<file path="config.mk">
export PLATFORM = sky130hd
export DESIGN_NAME = joint_command_priority_merge
export DESIGN_NICKNAME = d
export VERILOG_FILES = /design/src/hdl/jcpm_pkg.sv /design/src/hdl/jcpm_ram.sv /design/src/hdl/joint_command_priority_merge.sv
export SDC_FILE = /design/constraint.sdc
export NUM_CORES = 1
export LEC_CHECK = 0
export ABC_AREA = 1
export BUFFER_PORTS_ARGS = -buffer_cell sky130_fd_sc_hd__buf_2
export CORE_AREA = 4 4 178 180
export CTS_CLUSTER_DIAMETER = 40
export DETAILED_ROUTE_END_ITERATION = 8
export DIE_AREA = 0 0 182 184
export HOLD_SLACK_MARGIN = 0.02
export PLACE_DENSITY_LB_ADDON = 0.12
export REMOVE_ABC_BUFFERS = 1
export SYNTH_ARGS = -nofsm -noshare
export SYNTH_HDL_FRONTEND = slang
export SYNTH_HIERARCHICAL = 1
export SYNTH_SLANG_ARGS = --single-unit
</file>
<file path="constraint.sdc">
create_clock -name aclk -period 4.08 [get_ports aclk]
set_clock_uncertainty 0.15 [all_clocks]
set_input_delay 0.612 -clock aclk [delete_from_list [all_inputs] [get_ports aclk]]
set_output_delay 0.612 -clock aclk [all_outputs]
set_load 0.05 [all_outputs]
</file>
<file path="src/hdl/jcpm_pkg.sv">
// ----------------------------------------------------------------------------
// jcpm_pkg
// Shared types and constants of the joint command priority merge block.
// ----------------------------------------------------------------------------
package jcpm_pkg;

    // field widths of the input item
    localparam int unsigned SRC_W   = 2;
    localparam int unsigned CHAN_W  = 8;
    localparam int unsigned ANGLE_W = 16;

    // field widths of the result item
    localparam int unsigned CMD_CH_W = 6;
    localparam int unsigned MODE_W   = 2;
    localparam int unsigned PEND_W   = 7;

    // stream widths, packed from the lowest bit, padded to whole bytes
    localparam int unsigned S_TDATA_W = 32;
    localparam int unsigned M_TDATA_W = 40;

    // one slot entry as held in the slot memory
    localparam int unsigned SLOT_W = SRC_W + ANGLE_W;

    // request kinds carried in tuser
    localparam logic REQ_SUBMIT = 1'b0;
    localparam logic REQ_FLUSH  = 1'b1;

    // command sources, the code is also the priority
    localparam logic [SRC_W-1:0] SRC_UI      = 2'd0;
    localparam logic [SRC_W-1:0] SRC_GAIT    = 2'd1;
    localparam logic [SRC_W-1:0] SRC_BALANCE = 2'd2;
    localparam logic [SRC_W-1:0] SRC_UNKNOWN = 2'd3;

    // write modes of an emitted command
    localparam logic [MODE_W-1:0] MODE_DIRECT_JOINT = 2'd0;
    localparam logic [MODE_W-1:0] MODE_SMOOTH_JOINT = 2'd1;
    localparam logic [MODE_W-1:0] MODE_SMOOTH_ABS   = 2'd2;

    // map a known source to its write mode
    function automatic logic [MODE_W-1:0] src_to_mode(input logic [SRC_W-1:0] src);
        logic [MODE_W-1:0] mode;
        unique case (src)
            SRC_BALANCE: mode = MODE_DIRECT_JOINT;
            SRC_GAIT:    mode = MODE_SMOOTH_JOINT;
            SRC_UI:      mode = MODE_SMOOTH_ABS;
            default:     mode = MODE_DIRECT_JOINT;
        endcase
        return mode;
    endfunction

endpackage

</file>
<file path="src/hdl/jcpm_ram.sv">
// ----------------------------------------------------------------------------
// jcpm_ram
// Generic single write port, single read port memory with registered read.
// ----------------------------------------------------------------------------
module jcpm_ram #(
    parameter int unsigned WIDTH = 18,
    parameter int unsigned DEPTH = 16
) (
    input  logic                                    aclk,
    input  logic                                    wr_en,
    input  logic [(DEPTH > 1 ? $clog2(DEPTH) : 1)-1:0] wr_addr,
    input  logic [WIDTH-1:0]                        wr_data,
    input  logic [(DEPTH > 1 ? $clog2(DEPTH) : 1)-1:0] rd_addr,
    output logic [WIDTH-1:0]                        rd_data
);

    logic [WIDTH-1:0] mem [DEPTH];

    // write port and registered read port
    always_ff @(posedge aclk) begin
        if (wr_en) begin
            mem[wr_addr] <= wr_data;
        end
        rd_data <= mem[rd_addr];
    end

endmodule

</file>
<file path="src/hdl/joint_command_priority_merge.sv">
// Timing: an in-range submit passes through ST_SUB_CMP before its result is registered
// in ST_OUT; an out-of-range submit and a flush that emits nothing go straight to ST_OUT.
// Throughput: one item at a time, the input is not ready until the last result is taken;
// an emitting flush walks the slots in ST_FL_SCAN up to its last command, with an
// ST_FL_EMIT step and one result handshake per command.
// Reset (aresetn low, synchronous): all slots empty, gateway_ready 0, no result held.
// ----------------------------------------------------------------------------
// joint_command_priority_merge
// Per-joint priority arbiter: submits merge into one slot per joint; a gateway-on flush
// without estop walks the slots in channel order and emits the commands of known sources.
// ----------------------------------------------------------------------------
module joint_command_priority_merge
    import jcpm_pkg::*;
#(
    parameter int unsigned JOINT_COUNT = 16
) (
    input  logic                 aclk,
    input  logic                 aresetn,

    // configuration: gateway_ready
    input  logic                 cfg_valid,
    output logic                 cfg_ready,
    input  logic                 cfg_data,

    // input items
    input  logic                 s_tvalid,
    output logic                 s_tready,
    // source [1:0], channel [9:2], angle [25:10], estop [26], zero [31:27]
    input  logic [S_TDATA_W-1:0] s_tdata,
    // req_type [0]
    input  logic                 s_tuser,

    // result items
    output logic                 m_tvalid,
    input  logic                 m_tready,
    // cmd_channel [5:0], cmd_angle [21:6], write_mode [23:22], accepted [24],
    // out_of_range [25], pending_count [32:26], zero [39:33]
    output logic [M_TDATA_W-1:0] m_tdata,
    // cmd_valid [0]
    output logic                 m_tuser,
    output logic                 m_tlast
);

    localparam int unsigned IDX_W = (JOINT_COUNT > 1) ? $clog2(JOINT_COUNT) : 1;
    localparam logic [CHAN_W-1:0] JOINT_LIMIT = CHAN_W'(JOINT_COUNT);
    localparam logic [IDX_W-1:0]  IDX_LAST    = IDX_W'(JOINT_COUNT - 1);

    typedef enum logic [2:0] {
        ST_IDLE,
        ST_SUB_CMP,
        ST_FL_SCAN,
        ST_FL_EMIT,
        ST_OUT
    } state_t;

    // input field unpacking
    logic [SRC_W-1:0]   in_source;
    logic [CHAN_W-1:0]  in_channel;
    logic [ANGLE_W-1:0] in_angle;
    logic               in_estop;

    assign in_source  = s_tdata[1:0];
    assign in_channel = s_tdata[9:2];
    assign in_angle   = s_tdata[25:10];
    assign in_estop   = s_tdata[26];

    // control state
    state_t                 state_reg, state_next;
    logic                   gateway_reg, gateway_next;
    logic [JOINT_COUNT-1:0] occ_reg, occ_next;
    logic [JOINT_COUNT-1:0] known_reg, known_next;
    logic [PEND_W-1:0]      pend_reg, pend_next;
    logic [PEND_W-1:0]      emit_cnt_reg, emit_cnt_next;
    logic [IDX_W-1:0]       idx_reg, idx_next;
    logic                   walk_reg, walk_next;
    logic                   m_valid_reg, m_valid_next;

    // captured submit
    logic [SRC_W-1:0]   src_reg, src_next;
    logic [ANGLE_W-1:0] angle_reg, angle_next;

    // result payload
    logic                cmd_valid_reg, cmd_valid_next;
    logic [CMD_CH_W-1:0] cmd_ch_reg, cmd_ch_next;
    logic [ANGLE_W-1:0]  cmd_angle_reg, cmd_angle_next;
    logic [MODE_W-1:0]   mode_reg, mode_next;
    logic                last_reg, last_next;
    logic                acc_reg, acc_next;
    logic                oor_reg, oor_next;
    logic [PEND_W-1:0]   res_pend_reg, res_pend_next;

    // slot memory ports
    logic               ram_wr_en;
    logic [IDX_W-1:0]   ram_wr_addr;
    logic [SLOT_W-1:0]  ram_wr_data;
    logic [IDX_W-1:0]   ram_rd_addr;
    logic [SLOT_W-1:0]  ram_rd_data;
    logic [SRC_W-1:0]   rd_src;
    logic [ANGLE_W-1:0] rd_angle;

    assign rd_src   = ram_rd_data[SLOT_W-1:ANGLE_W];
    assign rd_angle = ram_rd_data[ANGLE_W-1:0];

    // source and angle of each slot
    jcpm_ram #(
        .WIDTH (SLOT_W),
        .DEPTH (JOINT_COUNT)
    ) u_slot_ram (
        .aclk    (aclk),
        .wr_en   (ram_wr_en),
        .wr_addr (ram_wr_addr),
        .wr_data (ram_wr_data),
        .rd_addr (ram_rd_addr),
        .rd_data (ram_rd_data)
    );

    // handshakes and result packing
    assign cfg_ready = 1'b1;
    assign s_tready  = (state_reg == ST_IDLE);
    assign m_tvalid  = m_valid_reg;
    assign m_tuser   = cmd_valid_reg;
    assign m_tlast   = last_reg;
    assign m_tdata   = {(M_TDATA_W - 33)'(0), res_pend_reg, oor_reg, acc_reg, mode_reg,
                        cmd_angle_reg, cmd_ch_reg};

    // sequencer
    always_comb begin
        logic take;
        logic new_known;

        state_next     = state_reg;
        gateway_next   = gateway_reg;
        occ_next       = occ_reg;
        known_next     = known_reg;
        pend_next      = pend_reg;
        emit_cnt_next  = emit_cnt_reg;
        idx_next       = idx_reg;
        walk_next      = walk_reg;
        m_valid_next   = m_valid_reg;
        src_next       = src_reg;
        angle_next     = angle_reg;
        cmd_valid_next = cmd_valid_reg;
        cmd_ch_next    = cmd_ch_reg;
        cmd_angle_next = cmd_angle_reg;
        mode_next      = mode_reg;
        last_next      = last_reg;
        acc_next       = acc_reg;
        oor_next       = oor_reg;
        res_pend_next  = res_pend_reg;

        ram_wr_en   = 1'b0;
        ram_wr_addr = idx_reg;
        ram_wr_data = {src_reg, angle_reg};
        ram_rd_addr = idx_reg;
        take        = 1'b0;
        new_known   = 1'b0;

        // register write, accepted in any state
        if (cfg_valid) begin
            gateway_next = cfg_data;
        end

        unique case (state_reg)
            ST_IDLE: begin
                ram_rd_addr = in_channel[IDX_W-1:0];
                if (s_tvalid) begin
                    // defaults for a status result
                    cmd_valid_next = 1'b0;
                    cmd_ch_next    = '0;
                    cmd_angle_next = '0;
                    mode_next      = MODE_DIRECT_JOINT;
                    last_next      = 1'b1;
                    acc_next       = 1'b0;
                    oor_next       = 1'b0;
                    res_pend_next  = pend_reg;
                    if (s_tuser == REQ_SUBMIT) begin
                        src_next   = in_source;
                        angle_next = in_angle;
                        idx_next   = in_channel[IDX_W-1:0];
                        if (in_channel >= JOINT_LIMIT) begin
                            oor_next     = 1'b1;
                            m_valid_next = 1'b1;
                            state_next   = ST_OUT;
                        end else begin
                            state_next = ST_SUB_CMP;
                        end
                    end else if (!gateway_reg) begin
                        m_valid_next = 1'b1;
                        state_next   = ST_OUT;
                    end else if (in_estop || emit_cnt_reg == '0) begin
                        occ_next      = '0;
                        known_next    = '0;
                        pend_next     = '0;
                        emit_cnt_next = '0;
                        res_pend_next = '0;
                        m_valid_next  = 1'b1;
                        state_next    = ST_OUT;
                    end else begin
                        // start the slot walk
                        occ_next   = '0;
                        pend_next  = '0;
                        idx_next   = '0;
                        walk_next  = 1'b1;
                        state_next = ST_FL_SCAN;
                    end
                end
            end

            ST_SUB_CMP: begin
                // slot data read at acceptance is valid now
                take      = !occ_reg[idx_reg] || (src_reg >= rd_src);
                new_known = (src_reg != SRC_UNKNOWN);
                if (take) begin
                    ram_wr_en           = 1'b1;
                    occ_next[idx_reg]   = 1'b1;
                    known_next[idx_reg] = new_known;
                    if (!occ_reg[idx_reg]) begin
                        pend_next = pend_reg + PEND_W'(1);
                    end
                    if (new_known && !known_reg[idx_reg]) begin
                        emit_cnt_next = emit_cnt_reg + PEND_W'(1);
                    end else if (!new_known && known_reg[idx_reg]) begin
                        emit_cnt_next = emit_cnt_reg - PEND_W'(1);
                    end
                end
                acc_next      = take;
                res_pend_next = take && !occ_reg[idx_reg] ? pend_reg + PEND_W'(1)
                                                          : pend_reg;
                m_valid_next  = 1'b1;
                state_next    = ST_OUT;
            end

            ST_FL_SCAN: begin
                // read the slot at the walk index, skip slots with nothing to emit
                if (known_reg[idx_reg]) begin
                    state_next = ST_FL_EMIT;
                end else if (idx_reg == IDX_LAST) begin
                    walk_next     = 1'b0;
                    known_next    = '0;
                    emit_cnt_next = '0;
                    state_next    = ST_IDLE;
                end else begin
                    idx_next = idx_reg + IDX_W'(1);
                end
            end

            ST_FL_EMIT: begin
                cmd_valid_next      = 1'b1;
                cmd_ch_next         = CMD_CH_W'(idx_reg);
                cmd_angle_next      = rd_angle;
                mode_next           = src_to_mode(rd_src);
                last_next           = (emit_cnt_reg == PEND_W'(1));
                acc_next            = 1'b0;
                oor_next            = 1'b0;
                res_pend_next       = '0;
                emit_cnt_next       = emit_cnt_reg - PEND_W'(1);
                known_next[idx_reg] = 1'b0;
                m_valid_next        = 1'b1;
                state_next          = ST_OUT;
            end

            ST_OUT: begin
                if (m_tready) begin
                    m_valid_next = 1'b0;
                    if (walk_reg && !last_reg) begin
                        idx_next   = idx_reg + IDX_W'(1);
                        state_next = ST_FL_SCAN;
                    end else begin
                        walk_next  = 1'b0;
                        state_next = ST_IDLE;
                    end
                end
            end

            default: begin
                state_next = ST_IDLE;
            end
        endcase
    end

    // state and registered outputs
    always_ff @(posedge aclk) begin
        if (!aresetn) begin
            state_reg    <= ST_IDLE;
            gateway_reg  <= 1'b0;
            occ_reg      <= '0;
            known_reg    <= '0;
            pend_reg     <= '0;
            emit_cnt_reg <= '0;
            idx_reg      <= '0;
            walk_reg     <= 1'b0;
            m_valid_reg  <= 1'b0;
        end else begin
            state_reg    <= state_next;
            gateway_reg  <= gateway_next;
            occ_reg      <= occ_next;
            known_reg    <= known_next;
            pend_reg     <= pend_next;
            emit_cnt_reg <= emit_cnt_next;
            idx_reg      <= idx_next;
            walk_reg     <= walk_next;
            m_valid_reg  <= m_valid_next;
        end
        src_reg       <= src_next;
        angle_reg     <= angle_next;
        cmd_valid_reg <= cmd_valid_next;
        cmd_ch_reg    <= cmd_ch_next;
        cmd_angle_reg <= cmd_angle_next;
        mode_reg      <= mode_next;
        last_reg      <= last_next;
        acc_reg       <= acc_next;
        oor_reg       <= oor_next;
        res_pend_reg  <= res_pend_next;
    end

endmodule

</file>
; ---- Word level (Yosys, flattened, before mapping)
; Memory sizes are Yosys's and may differ from the RTL's. A register that Yosys moved wholly into a read port is not among the register bits.
; Index checks and enable logic that the tools add are counted.
[word_totals]
memories = 1
regBits = 109
ram_bits = 288
[memory_table]
columns = memory, words, width, read_ports, rd_clocked_by_memory_dff, write_ports, line
row1 = u_slot_ram.mem, 16, 18, 1, 1, 1, jcpm_ram.sv:17  ; logic [WIDTH-1:0] mem [DEPTH];
[classes]
bitwise_logic = 4
n_mux = 98
n_reduce_logical = 32
eq_ne = 27
order_cmp = 4
addsub = 4
[ops]
columns = cell, count
row1 = two-way mux 16 bit, 12
row2 = two-way mux 7 bit, 19
row3 = one-hot mux 16 bit (2 select lines), 2
row4 = one-hot mux 16 bit (4 select lines), 1
row5 = two-way mux 4 bit, 9
row6 = one-hot mux 7 bit (4 select lines), 1
row7 = two-way mux 1 bit, 26
row8 = two-way mux 3 bit, 8
row9 = inequality test 2 bit (second input constant), 11
row10 = one-hot mux 7 bit (3 select lines), 1
row11 = AND reduction 9 bit, 2
row12 = AND 16 bit, 1
row13 = bitwise mux 16 bit, 1
row14 = NOT 16 bit, 1
row15 = OR 16 bit, 1
row16 = AND reduction 8 bit, 2
row17 = adder 7 x 1 -> 7 bit (second input constant), 2
row18 = one-hot mux 7 bit (2 select lines), 1
row19 = one-hot mux 3 bit (4 select lines), 1
row20 = one-hot mux 4 bit (3 select lines), 1
row21 = one-hot mux 6 bit (2 select lines), 1
row22 = AND reduction 5 bit, 2
row23 = inequality test 3 bit (second input constant), 3
row24 = one-hot mux 1 bit (3 select lines), 3
row25 = other kinds (36), 57

; ---- Depth between registers and ports, before layout
[logic_depth]
ltp_word = 8
depth_mapped = 18
mapped_depth_nobuf = 16

; ---- Hierarchy
; The synthesis kept the hierarchy.
[by_module_without_submodules]
columns = module, cells_per_inst, area_each_um2, n_inst
row1 = jcpm_ram, 1203, 12762.2, 1
row2 = joint_command_priority_merge, 748, 5706.7, 1

; ---- Worst setup path after synthesis
; OpenSTA, ideal clock, no wires.
[synth_path]
path_kind = flip-flop to flip-flop
from = register idx_reg[1]
to = memory u_slot_ram.mem[12][0] (enable)
period_less_slack_ps = 2888
path_slack_ps = 1192
arrival_time_ps = 2345
required_time_ps = 3537
stages_incl_launch_ff = 13
setup_time_ps = 393
cell_sequence = dfxtp_1 buf_4 inv_2 buf_6 nand3_1 nand2_1 nand2_1 nand2_1 nor2_8 nor2_4 nor2_1 nand3_1 nor2_1
[synth_via]
elab_chain_cells = 8
[synth_lines]
columns = item, line
row1 = from (decl), joint_command_priority_merge.sv:74  ; logic [IDX_W-1:0] idx_reg, idx_next;
row2 = from (signal assigned), joint_command_priority_merge.sv:300  ; idx_reg <= idx_next;
row3 = binary-select mux 1 bit (select 4 bit), joint_command_priority_merge.sv:211  ; take = !occ_reg[idx_reg] || (src_reg >= rd_src);
row4 = two-way mux 1 bit (implied by the code), joint_command_priority_merge.sv:211
row5 = logical NOT 1 bit, joint_command_priority_merge.sv:211
row6 = logical OR 1 bit, joint_command_priority_merge.sv:211
row7 = two-way mux 1 bit, joint_command_priority_merge.sv:213  ; if (take) begin
row8 = two-way mux 1 bit, joint_command_priority_merge.sv:163  ; unique case (state_reg)
row9 = named net ram_wr_en, joint_command_priority_merge.sv:93  ; logic ram_wr_en;
row10 = two-way mux 1 bit, jcpm_ram.sv:21  ; if (wr_en) begin
row11 = two-way mux 1 bit (implied by the code), jcpm_ram.sv:22  ; mem[wr_addr] <= wr_data;
row12 = to (decl), jcpm_ram.sv:17
; The timed path passes the listed nets, and every way through them passes these cells. The select of a mux whose other input is x is not followed.

; ---- Worst setup path after layout
[layout_path]
from = register idx_reg[0]
to = memory u_slot_ram.mem[14][7] (enable)
; Same word-level chain as after synthesis.

==> results.py <==
metrics = {
    "worst_setup_path": {
        "cp-end-kind": "register",
        "cp_cell_sequence": "inv_2 -> nand2_1 -> nand3_1 -> nand2_1 -> nand2_1 -> nand2_1 -> nor2_8 -> nor2_4 -> nor2_1 -> nand3_1 -> nor2_2 -> buf_12",
        "path_buf_inv": 2,
        "path_max_fanout": 24,
        "r2r-start": "idx_reg[0]",
        "cp_top_family": "simple AND/OR/NAND/NOR gates",
        "path_class": "register to register",
        "slowest_stage": "dfxtp_1",
        "regToRegSetupSlack_ns": 0.60,
        "cp.required_ns": 4.19,
        "r2r_end": "u_slot_ram/mem[14][7]",
        "ff2ff_path_depth": 12,
        "worstSetupStartpointType": "register",
        "cp_common_cell": "nand2_1",
        "max_stage_delay_ns": 0.60,
        "arrival_ns": 3.60,
    },
    "sta": {
        "fmax_mhz": 287,
        "hold_violations": 0,
        "grt_setup_unrepaired": "false",
        "worstMarginPinSlew_ns": 0.914,
        "setup_ws_ns": 0.598,
        "period_share_pct": 85.4,
        "tns_ns": 0,
        "period_needed_ns": 3.48,
        "drv_slew": 0,
        "relSlewSlack_pct": 39.0,
        "setup_viol": 0,
        "holdWs_ns": 0.0593,
    },
    "drt": {
        "drt_pass1_iterations": 6,
        "wirelength_um": 42200,
        "routedWlPerCell_um": 17.1,
        "postRouteAntennaNets": 0,
        "drc": 0,
        "drt_iter0_markers": 1375,
        "vias_per_cell": 5.34,
        "vias": 13158,
    },
    "floorplanning": {
        "die_h_um": 184,
        "initial_utilization_pct": 61.2,
        "die_area_sq_mm": 0.0335,
        "ioPinCount": 84,
        "rows": 64,
        "fp.dieW_um": 182,
        "core_area_sq_mm": 0.0302,
    },
    "clocking": {
        "cts_hold_buf": 0,
        "cts_resized": 0,
        "cts_buffer_depth": 3,
        "clock-sinks": 413,
        "postCtsSetupBuffers": 0,
        "cts_inserted_buffers": 53,
        "cts_tree": "done",
        "ctsHtreeMaxLevel": 2,
        "root_buffer": "clkbuf_16",
        "path_clk_slew_ns": 0.06,
        "clock_latency_ns": 0.57,
    },
    "grt": {
        "grt_pass1_vias": 12732,
        "grt_pass1_wl_um": 67300,
        "antenna_found_initial": 0,
        "grt_max_degree": 145,
        "overflow": 0,
        "track_usage_pct": 25.6,
    },
    "yosys": {
        "ys_warn_count": 6,
        "async_flop_share_pct": 0,
        "yosysUniqueCellTypes": 39,
        "syn_area_sq_mm": 0.0185,
        "synthCells": 1951,
        "synth_ff_type": "edfxtp_1",
        "synth-seq-area-share_pct": 63.1,
        "syn_avg_cell_area_sq_um": 9.47,
        "ys_ff_latch": 413,
        "synth_edf_count": 339,
    },
    "power": {
        "p_per_area_mw_per_mm2": 549,
        "netSwitchingPower_mw": 3.36,
        "p_leak_nw": 9.06,
        "finalPower_mw": 11.5,
        "power_frac_comb_pct": 17.0,
        "swShare_pct": 29.2,
        "p_int_mw": 8.15,
        "seq_power_share_pct": 42.8,
        "clkPwrFrac_pct": 40.2,
        "ir_drop_mv": 0.381,
    },
    "placement": {
        "port_buffers": 68,
        "hpwl_um": 24000,
        "place_inst": 2367,
        "globalplace.congestion": 0.888,
        "pre_cts_slack_ns": 0.700,
        "place_area_sq_mm": 0.0192,
    },
    "cells_and_area": {
        "regMostFlops": "u_slot_ram/mem",
        "design_area_sq_mm": 0.0210,
        "syn_to_final_growth_pct": 13.5,
        "top_regs": "u_slot_ram/mem: 288 flops, u_slot_ram/rd_data: 18 flops",
        "stdcell_count": 2466,
        "drive_above_1_share_pct": 11.8,
        "final_nets": 2076,
        "largest_reg_flops": 288,
        "final_core_util_pct": 69.5,
        "nFillCells": 2259,
        "insertedDiodeCount": 0,
    },
    "min_path": {
        "min_path_type": "primary input to register",
        "holdPathEnd": "angle_reg[3]",
        "hold_start": "s_tdata[13]",
        "holdPathStages": 1,
    },
    "status": {
        "status": "finished clean",
    },
    "flow_run": {
        "maxCapViolCount": 0,
    },
}
-- power groups by stage --
stage	clock network (mW)	logic, mW	registers (mW)
final	4.63	1.96	4.93
after global routing	4.89	2.19	4.96
after CTS	4.69	1.95	4.93
after detailed placement	0	1.93	5.01
after global placement	0	1.90	5.01
after floorplan	0	1.32	5.15
-- worst max path at each step --
stage,from,to,slack [ns],cells after the start
finish,idx_reg[0],u_slot_ram/mem[14][7],0.60,12
detailed placement,idx_reg[0],u_slot_ram/mem[7][11],0.70,12
global placement,idx_reg[0],u_slot_ram/mem[14][5],0.77,12
CTS,idx_reg[0],u_slot_ram/mem[14][7],0.65,12
global route,idx_reg[0],u_slot_ram/mem[7][10],0.39,12
floorplan,idx_reg[0],u_slot_ram/rd_data[13],-8.22,8
-- synth_stat cells (2+ instances only) --
cell type / number / share of area [%]
nand2_1: 543 / 11
edfxtp_1: 339 / 55
inv_1: 318 / 6.5
nand3_1: 258 / 7.0
nor2_1: 131 / 2.7
dfxtp_1: 74 / 8.0
a21oi_1: 45 / 1.2
buf_2: 37 / 1.0
o21ai_0: 36 / 0.98
nand4_1: 26 / 0.88
clkbuf_1: 19 / 0.39
buf_4: 18 / 0.73
buf_6: 13 / 0.79
ha_1: 11 / 0.75
nor3_1: 11 / 0.30
inv_2: 9 / 0.18
buf_1: 7 / 0.14
xor2_1: 7 / 0.33
nor2_2: 6 / 0.20
o31ai_1: 6 / 0.24
o22ai_1: 5 / 0.17
clkinv_1: 3 / 0.061
nand2_2: 3 / 0.10
nand3b_1: 3 / 0.12
nor2_4: 3 / 0.18
o21ai_1: 3 / 0.081
conb_1: 2 / 0.041
nand3_2: 2 / 0.11
nor2_8: 2 / 0.22
o21ai_2: 2 / 0.095
-- worst register-to-register path: cells and delay by family (launching register included) --
family                 cells  cell delay (ns)
buffers and inverters      2             0.74
DFF                        1             0.60
and+or+nand+nor           10             1.68
-- cells by family after synthesis --
| kind of cell | synth area share [%] |
|---|---|
| adder cells (fa/ha/maj) | 0.745 |
| XOR/XNOR | 0.332 |
| buffers and inverters | 9.80 |
| AO/OA/AOI/OAI | 3.03 |
| other | 0.0407 |
| flip-flops | 63.1 |
| AND/OR/NAND/NOR | 22.9 |
-- metal layers --
layer,share of wire (%),track usage (%),vias up
met3,7.3,3.80,83
li1,-,-,6429
met1,43,36.0,6145
met2,48,41.7,501
met4,2.4,8.23,0
met5,0,0,-
-- placed cells by master, fill, tap and decap left out, types with 23 or more instances in the layout --
master,instances
a21oi_1,45
buf_2,68
buf_4,35
clkbuf_16,54
dfxtp_1,74
edfxtp_1,339
inv_1,318
nand2_1,543
nand3_1,258
nand4_1,26
nor2_1,114
nor2_2,23
o21ai_0,32
-- layout make-up --
type | instances | area, sq um | share of cell area [%]
Inverter | 331 | 1240 | 5.94
Tap cell | 396 | 495 | 2.36
Clock buffer | 66 | 1430 | 6.80
Clock inverter | 33 | 368 | 1.75
Timing Repair Buffer | 106 | 663 | 3.16
Sequential cell | 413 | 11700 | 55.6
Multi-Input combinational cell | 1121 | 5110 | 24.4
No activity file was read; power rests on OpenSTA's default activity.
